--- src/rtl/core/bcs_pkg.sv ---
`timescale 1ns / 1ps
package bcs_pkg;

  localparam int DATA_WIDTH = 32;
  localparam int COEF_WIDTH = 64;
  localparam int CFG_IDX_WIDTH = 8;

  // 1/sqrt3 as unsigned Q0.32
  localparam logic [63:0] RSQRT3_Q32 = 64'd2479700525;
  localparam logic signed [63:0] COEF_MAX = 64'sh7FFF_FFFF_FFFF_FFFF;
  localparam logic [63:0] RECIP_LIMIT = 64'h4000_0000_0000_0000;

  typedef enum logic [CFG_IDX_WIDTH-1:0] {
    REG_VOLTAGE_RE = 8'd0,
    REG_VOLTAGE_IM = 8'd1,
    REG_POWER_RE   = 8'd2,
    REG_POWER_IM   = 8'd3
  } bcs_reg_e;

  typedef enum logic [2:0] {
    SQ_IDLE,
    SQ_LOAD,
    SQ_MUL,
    SQ_DIV,
    SQ_STORE
  } bcs_seq_e;

  // coefficient program, one product or one quotient per step
  typedef enum logic [3:0] {
    ST_VRR, ST_VII, ST_DIVA, ST_DIVB, ST_KA, ST_KB, ST_SKR, ST_SKI,
    ST_AA, ST_BB, ST_AB, ST_P0, ST_P1, ST_Q0, ST_Q1
  } bcs_step_e;

  typedef struct packed {
    logic signed [DATA_WIDTH-1:0] psens_00;
    logic signed [DATA_WIDTH-1:0] psens_01;
    logic signed [DATA_WIDTH-1:0] psens_10;
    logic signed [DATA_WIDTH-1:0] psens_11;
    logic signed [DATA_WIDTH-1:0] vsens_00;
    logic signed [DATA_WIDTH-1:0] vsens_01;
    logic signed [DATA_WIDTH-1:0] vsens_10;
    logic signed [DATA_WIDTH-1:0] vsens_11;
    logic                         last_leaf_in;
  } bcs_in_t;

  typedef struct packed {
    logic signed [DATA_WIDTH-1:0] isens_00;
    logic signed [DATA_WIDTH-1:0] isens_01;
    logic signed [DATA_WIDTH-1:0] isens_10;
    logic signed [DATA_WIDTH-1:0] isens_11;
    logic                         last_leaf_out;
    logic                         zero_voltage;
  } bcs_out_t;

  typedef struct packed {
    logic signed [COEF_WIDTH-1:0] ka;
    logic signed [COEF_WIDTH-1:0] kb;
    logic signed [COEF_WIDTH-1:0] p;
    logic signed [COEF_WIDTH-1:0] q;
    logic signed [COEF_WIDTH-1:0] ka_neg;
    logic signed [COEF_WIDTH-1:0] p_neg;
    logic                         zero;
  } bcs_coef_t;

  // symmetric saturation of a 128-bit value to +-(2^63-1)
  function automatic logic signed [63:0] bcs_sat64(input logic signed [127:0] x);
    logic signed [63:0] r;
    if (x > 128'(COEF_MAX)) begin
      r = COEF_MAX;
    end else if (x < -128'(COEF_MAX)) begin
      r = -COEF_MAX;
    end else begin
      r = x[63:0];
    end
    return r;
  endfunction

endpackage

--- src/rtl/core/bcs_coef.sv ---
`timescale 1ns / 1ps
module bcs_coef (
  input  logic                                clk_i,
  input  logic                                rst_ni,
  input  logic                                cfg_valid_i,
  input  logic [bcs_pkg::CFG_IDX_WIDTH-1:0]   cfg_index_i,
  input  logic [bcs_pkg::DATA_WIDTH-1:0]      cfg_data_i,
  output logic                                busy_o,
  output bcs_pkg::bcs_coef_t                  coef_o
);
  import bcs_pkg::*;

  localparam logic [6:0] MUL_LAST = 7'd63;
  localparam logic [6:0] DIV_LAST = 7'd127;

  logic signed [31:0] vr_q, vi_q, sr_q, si_q;
  bcs_seq_e  state_q, state_d;
  bcs_step_e step_q, step_d;
  logic [6:0]   cnt_q, cnt_d;
  logic [127:0] prod_q, prod_d;
  logic [63:0]  mx_q, mx_d, rem_q, rem_d, quo_q, quo_d, n_q, n_d;
  logic         neg_q, neg_d, zero_q, zero_d;
  logic signed [127:0] acc_q, acc_d;
  logic signed [63:0] a_q, a_d, b_q, b_d, ka_q, ka_d, kb_q, kb_d;
  logic signed [63:0] skr_q, skr_d, ski_q, ski_d, c_q, c_d, d_q, d_d;
  logic signed [63:0] p_q, p_d, q_q, q_d;

  logic               cfg_hit;
  logic signed [63:0] op_x, op_y;
  logic [63:0]        mag_x, mag_y;
  logic               is_div;
  logic [64:0]        mul_sum, div_rem;
  logic signed [127:0] prod_s;
  logic [63:0]        quo_c;
  logic signed [63:0] quo_s;

  always_comb begin
    cfg_hit = 1'b0;
    unique case (cfg_index_i)
      REG_VOLTAGE_RE, REG_VOLTAGE_IM, REG_POWER_RE, REG_POWER_IM: cfg_hit = cfg_valid_i;
      default: cfg_hit = 1'b0;
    endcase
  end

  always_ff @(posedge clk_i or negedge rst_ni) begin
    if (!rst_ni) begin
      vr_q <= 32'sd65536;
      vi_q <= '0;
      sr_q <= '0;
      si_q <= '0;
    end else if (cfg_valid_i) begin
      unique case (cfg_index_i)
        REG_VOLTAGE_RE: vr_q <= cfg_data_i;
        REG_VOLTAGE_IM: vi_q <= cfg_data_i;
        REG_POWER_RE:   sr_q <= cfg_data_i;
        REG_POWER_IM:   si_q <= cfg_data_i;
        default: ;
      endcase
    end
  end

  // operand select for the current step
  always_comb begin
    op_x   = '0;
    op_y   = '0;
    is_div = 1'b0;
    unique case (step_q)
      ST_VRR:  begin op_x = 64'(vr_q);  op_y = 64'(vr_q); end
      ST_VII:  begin op_x = 64'(vi_q);  op_y = 64'(vi_q); end
      ST_DIVA: begin op_x = 64'(vr_q);  is_div = 1'b1; end
      ST_DIVB: begin op_x = 64'(vi_q);  is_div = 1'b1; end
      ST_KA:   begin op_x = a_q;   op_y = RSQRT3_Q32; end
      ST_KB:   begin op_x = b_q;   op_y = RSQRT3_Q32; end
      ST_SKR:  begin op_x = 64'(sr_q);  op_y = RSQRT3_Q32; end
      ST_SKI:  begin op_x = 64'(si_q);  op_y = RSQRT3_Q32; end
      ST_AA:   begin op_x = a_q;   op_y = a_q; end
      ST_BB:   begin op_x = b_q;   op_y = b_q; end
      ST_AB:   begin op_x = a_q;   op_y = b_q; end
      ST_P0:   begin op_x = skr_q; op_y = c_q; end
      ST_P1:   begin op_x = ski_q; op_y = d_q; end
      ST_Q0:   begin op_x = ski_q; op_y = c_q; end
      ST_Q1:   begin op_x = skr_q; op_y = d_q; end
      default: ;
    endcase
    mag_x = op_x[63] ? -op_x : op_x;
    mag_y = op_y[63] ? -op_y : op_y;
  end

  assign mul_sum = {1'b0, prod_q[127:64]} + (prod_q[0] ? {1'b0, mx_q} : 65'd0);
  assign div_rem = {rem_q, prod_q[127]};
  assign prod_s  = neg_q ? -$signed(prod_q) : $signed(prod_q);
  assign quo_c   = (quo_q > RECIP_LIMIT) ? RECIP_LIMIT : quo_q;
  assign quo_s   = neg_q ? -$signed(quo_c) : $signed(quo_c);

  // next state
  always_comb begin
    state_d = state_q;
    step_d  = step_q;
    if (cfg_hit) begin
      state_d = SQ_LOAD;
      step_d  = ST_VRR;
    end else begin
      unique case (state_q)
        SQ_IDLE: ;
        SQ_LOAD: state_d = is_div ? SQ_DIV : SQ_MUL;
        SQ_MUL:  if (cnt_q == MUL_LAST) state_d = SQ_STORE;
        SQ_DIV:  if (cnt_q == DIV_LAST) state_d = SQ_STORE;
        SQ_STORE: begin
          if ((step_q == ST_VII && n_d == '0) || step_q == ST_Q1) begin
            state_d = SQ_IDLE;
          end else begin
            state_d = SQ_LOAD;
            step_d  = bcs_step_e'(step_q + 4'd1);
          end
        end
        default: state_d = SQ_IDLE;
      endcase
    end
  end

  // datapath
  always_comb begin
    cnt_d  = cnt_q;
    prod_d = prod_q;
    mx_d   = mx_q;
    rem_d  = rem_q;
    quo_d  = quo_q;
    neg_d  = neg_q;
    n_d    = n_q;
    zero_d = zero_q;
    acc_d  = acc_q;
    a_d = a_q;   b_d = b_q;   ka_d = ka_q;   kb_d = kb_q;
    skr_d = skr_q; ski_d = ski_q; c_d = c_q; d_d = d_q;
    p_d = p_q;   q_d = q_q;
    unique case (state_q)
      SQ_IDLE: ;
      SQ_LOAD: begin
        cnt_d = '0;
        rem_d = '0;
        quo_d = '0;
        if (is_div) begin
          prod_d = {64'd0, mag_x} << 56;
          neg_d  = op_x[63];
        end else begin
          prod_d = {64'd0, mag_y};
          mx_d   = mag_x;
          neg_d  = op_x[63] ^ op_y[63];
        end
      end
      SQ_MUL: begin
        cnt_d  = cnt_q + 7'd1;
        prod_d = {mul_sum, prod_q[63:1]};
      end
      SQ_DIV: begin
        cnt_d  = cnt_q + 7'd1;
        prod_d = prod_q << 1;
        if (div_rem >= {1'b0, n_q}) begin
          rem_d = 64'(div_rem - {1'b0, n_q});
          quo_d = {quo_q[62:0], 1'b1};
        end else begin
          rem_d = div_rem[63:0];
          quo_d = {quo_q[62:0], 1'b0};
        end
      end
      SQ_STORE: begin
        unique case (step_q)
          ST_VRR:  acc_d = prod_s;
          ST_VII: begin
            n_d    = acc_q[63:0] + prod_s[63:0];
            zero_d = (n_d == '0);
          end
          ST_DIVA: a_d   = quo_s;
          ST_DIVB: b_d   = quo_s;
          ST_KA:   ka_d  = bcs_sat64(prod_s >>> 48);
          ST_KB:   kb_d  = bcs_sat64(prod_s >>> 48);
          ST_SKR:  skr_d = bcs_sat64(prod_s >>> 16);
          ST_SKI:  ski_d = bcs_sat64(prod_s >>> 16);
          ST_AA:   acc_d = prod_s;
          ST_BB:   c_d   = bcs_sat64((acc_q - prod_s) >>> 50);
          ST_AB:   d_d   = bcs_sat64(prod_s >>> 49);
          ST_P0:   acc_d = prod_s;
          ST_P1:   p_d   = bcs_sat64((-(acc_q + prod_s)) >>> 38);
          ST_Q0:   acc_d = prod_s;
          ST_Q1:   q_d   = bcs_sat64((acc_q - prod_s) >>> 38);
          default: ;
        endcase
      end
      default: ;
    endcase
  end

  always_ff @(posedge clk_i or negedge rst_ni) begin
    if (!rst_ni) begin
      state_q <= SQ_LOAD;
      step_q  <= ST_VRR;
      zero_q  <= 1'b0;
    end else begin
      state_q <= state_d;
      step_q  <= step_d;
      zero_q  <= zero_d;
    end
  end

  always_ff @(posedge clk_i) begin
    cnt_q <= cnt_d;   prod_q <= prod_d; mx_q <= mx_d;   rem_q <= rem_d;
    quo_q <= quo_d;   neg_q <= neg_d;   n_q <= n_d;     acc_q <= acc_d;
    a_q <= a_d;       b_q <= b_d;       ka_q <= ka_d;   kb_q <= kb_d;
    skr_q <= skr_d;   ski_q <= ski_d;   c_q <= c_d;     d_q <= d_d;
    p_q <= p_d;       q_q <= q_d;
  end

  // outputs
  always_comb begin
    busy_o        = (state_q != SQ_IDLE);
    coef_o.ka     = ka_q;
    coef_o.kb     = kb_q;
    coef_o.p      = p_q;
    coef_o.q      = q_q;
    coef_o.ka_neg = -ka_q;
    coef_o.p_neg  = -p_q;
    coef_o.zero   = zero_q;
  end

endmodule

--- config.mk ---
export PLATFORM = sky130hd
export DESIGN_NAME = bcs_coef
export DESIGN_NICKNAME = d
export VERILOG_FILES = /design/src/rtl/core/bcs_pkg.sv /design/src/rtl/core/bcs_coef.sv
export SDC_FILE = /design/constraint.sdc
export NUM_CORES = 2
export LEC_CHECK = 0
export BUFFER_PORTS_ARGS = -buffer_cell sky130_fd_sc_hd__buf_4
export CORE_ASPECT_RATIO = 1.75
export CORE_MARGIN = 2
export CORE_UTILIZATION = 45
export CTS_CLUSTER_SIZE = 14
export DETAILED_ROUTE_END_ITERATION = 10
export GPL_TIMING_DRIVEN = 0
export PLACE_DENSITY = 0.73
export RECOVER_POWER = 50
export SETUP_SLACK_MARGIN = 0.1
export SYNTH_ARGS = -nofsm -noshare
export SYNTH_HDL_FRONTEND = slang
export SYNTH_SLANG_ARGS = --single-unit
--- constraint.sdc ---
create_clock -name clk_i -period 9.7 [get_ports clk_i]
set_input_delay 1.94 -clock clk_i [delete_from_list [all_inputs] [get_ports clk_i]]
set_output_delay 1.94 -clock clk_i [all_outputs]
set_load 0.01 [all_outputs]
==> run summary <==
Failing checks = design-rule violations, max-capacitance violations, max-slew violations
TritonCTS clock tree = done
Min Hold Slack = 470 ps
Yosys warnings = 0
Fin crit period = 9640 ps
Total gr overflow = 0
Most frequent cells in the layout = edfxtp_1 (1096), nor2_1 (673), o21ai_0 (670)
R2r endpoint = q_q[14]
Global-route wire length before repair = 594000 um
# setup viols final = 0
Cts bufs inserted = 139
Sink Count = 1296
Clk pin slew, worst setup/hold paths = 70 ps
Worst-Skew Late Latency = 870 ps
Syn_nets = 10.4k
Layout area overhead = 17.8%
Top Family by Delay on Critical Path = compound AO/OA/AOI/OAI gates
Hold_buf cts = 0
CP most frequent cell = clkbuf_16
Synth area leader = edfxtp_1
Crit path DAT = 10270 ps
Largest net degree at the start of global routing = 88
Rel. slew slack = -240%
Critical path buffers and inverters = 18
Flop-to-flop setup slack = 60 ps
Most common cell after layout, fill and taps aside = edfxtp_1
Register area share after synthesis = 40.5%
Tightest Pin Transition = 5090 ps
Hold Violations, Final = 0
Yosys reg bits = 1296
Min-Delay Endpoint = n_q[0]
Final Cycle Share = 99.4%
Core Footprint = 205000 um^2
CP peak stage delay = 650 ps
Ranking of synthesized cells by area = edfxtp_1 (35%), ha_1 (7.7%), xnor2_1 (4.0%)
CP Class = flip-flop to flip-flop
# nets final = 11.2k
Residual DRC = 1
Clock Skews = 72.7 ps
Number of H-tree levels = 4
Share of the synthesized area in the top cell type = 35.5%
Max frequency = 104 MHz
Mapped Area = 92700 um^2
Critical Path RT = 10330 ps
DRT antenna net count = 0
Main flop type after synthesis = edfxtp_1
Vias per cell = 6.56
GR Util All Layers = 39.0%
Row count = 220
HP Start = n_q[0]
Chip height = 605 um
Worst Hold Class = flip-flop to flip-flop
Clk buf depth = 4
Number of synthesized flops with an enable pin = 1096
RR Startpoint = neg_q
TritonRoute pass-1 iters = 11
Yosys cell types = 121
Sum Neg Setup Slack = 0 ps
Routed vias = 87.9k
Startpoint Class = flip-flop
Slowest cell on the critical path = or4b_4
MaxCap Viol Count = 7
Die area = 210000 um^2
PwrDens = 280 nW/um^2
Initial Util = 45.2%
Root Buffer = clkbuf_16
IO Pins = 429
Routability Congestion = 1.08
Status = finished, violations left
Reg2reg path depth = 40
Horiz. Die Dim = 347 um
Leak = 0.0417 uW
Number of antenna violations at the first check in global routing = 44
WHS Path Cells = 2
Vias in the first global route = 84.0k
Post-synth ARST share = 10.5%
Post-DP HPWL = 336000 um
RSZ-0062 raised after global routing = yes
Critical path peak fanout = 11
Wirelength per Cell = 31.7 um
Slew Viols, Final = 237
Initial DRC count = 11.1k
Layout cell share with drive strength beyond 1 = 14.9%
PortBufs = 428
Fin util = 53.3%
Routed wire length = 424000 um
Max VDD drop = 0.164 mV
Crit. End Element = flip-flop
Avg Cell Area, Syn = 9.47 um^2
Syn Inst Count = 9798
-- layout make-up --
class,count,area [um^2]
Clock buffer,176,3750
Sequential cell,1296,37600
Timing Repair Buffer,645,5630
Clock inverter,55,553
Buffer,509,2440
Fill cell,18300,95800
Antenna cell,53,133
Multi-Input combinational cell,7423,53700
Inverter,563,2120
Tap cell,2664,3330
-- worst reg2reg max path, delay by kind of cell, from the launching register on --
kind,cells,cell delay (ps)
AO/OA/AOI/OAI,12,2930
XOR/XNOR,1,160
adder cells (fa/ha/maj),1,270
buffers and inverters,18,2930
flip-flops,1,600
AND/OR/NAND/NOR,8,2490
-- routing by layer --
metal  global-route usage, %  routed length, um
met3                    7.99              38100
met4                    36.7              47700
met1                    43.0             145000
met2                    62.8             193000
met5                       0                151
-- what timing repair did --
| item | in CTS | in global routing |
|---|---|---|
| endpoints found under the hold margin | 0 | 0 |
| pin swaps | 62 | 50 |
| setup endpoints to repair | 653 | 216 |
| cloned | 0 | 1 |
| gates resized for setup | 372 | 168 |
| setup buffers | 90 | 54 |
-- registers in the layout, summed over array words and instances, names as in the netlist, 7 cells and up --
| register | count |
|---|---|
| mx_q | 64 |
| p_q | 64 |
| ski_q | 64 |
| b_q | 64 |
| a_q | 64 |
| acc_q | 128 |
| prod_q | 128 |
| skr_q | 64 |
| cnt_q | 7 |
| c_q | 64 |
| n_q | 64 |
| rem_q | 64 |
| vr_q | 32 |
| kb_q | 64 |
| si_q | 32 |
| sr_q | 32 |
| quo_q | 64 |
| vi_q | 32 |
| q_q | 64 |
| ka_q | 64 |
| d_q | 64 |
-- how the worst max path moves through the flow --
stage / start / to / slack [ps] / cells past startpoint
floorplan: neg_q / p_q[57] / 210 / 38
global placement: neg_q / c_q[24] / -9980 / 36
detailed placement: neg_q / q_q[21] / -9510 / 40
CTS: neg_q / p_q[14] / 90 / 40
global route: prod_q[0] / p_q[17] / -80 / 35
finish: neg_q / q_q[14] / 60 / 40
-- cells in the mapped netlist (all sizes together), types with 35 or more instances --
cell and instances:
clkbuf 440, and2 127, o22ai 79, dfxtp 64, xor2 319, mux2 152, nor4 172, nand2b 79
a22oi 112, a221o 48, nand4 157, a222oi 80, or2 54, ha 568, mux2i 139, or4 63
nand3 235, a211oi 79, or3 126, nand2 637, o21a 75, edfxtp 1096, a221oi 83, inv 561
xnor2 420, o21ai 770, dfrtp 134, a21o 208, nor3 234, and3 140, o41ai 35, a21boi 36
a31oi 102, nor2b 69, o21bai 137, a21oi 650, buf 76, nor2 695, o31ai 94
-- power breakdown --
part | leakage [uW] | internal (uW) | total, uW | switching [uW]
sequential | 0.0122 | 7010 | 7510 | 503
combinational | 0.0275 | 5620 | 17800 | 12200
clock | 0.00209 | 2960 | 5340 | 2390
total | 0.0417 | 15600 | 30600 | 15100
-- stage by stage --
stage	std cells	setup WS, ps	total power (uW)	instance area (um^2)
floorplan	9798	212	17200	92700
global placement	12900	-9980	23000	99300
detailed placement	13000	-9510	23400	101000
CTS	13300	85.1	29500	108000
global route	13300	-80.2	31600	109000
finish	13400	58.9	30600	109000
-- logic make-up after synthesis --
family | count (synthesis) | synth area share (%)
multiplexers | 291 | 3.35
adder cells (fa/ha/maj) | 590 | 7.93
XOR/XNOR | 742 | 7.11
buffers and inverters | 1079 | 4.46
flip-flops | 1296 | 40.5
AO/OA/AOI/OAI | 2872 | 20.5
AND/OR/NAND/NOR | 2928 | 16.1
(Power assumes the default switching activity.)
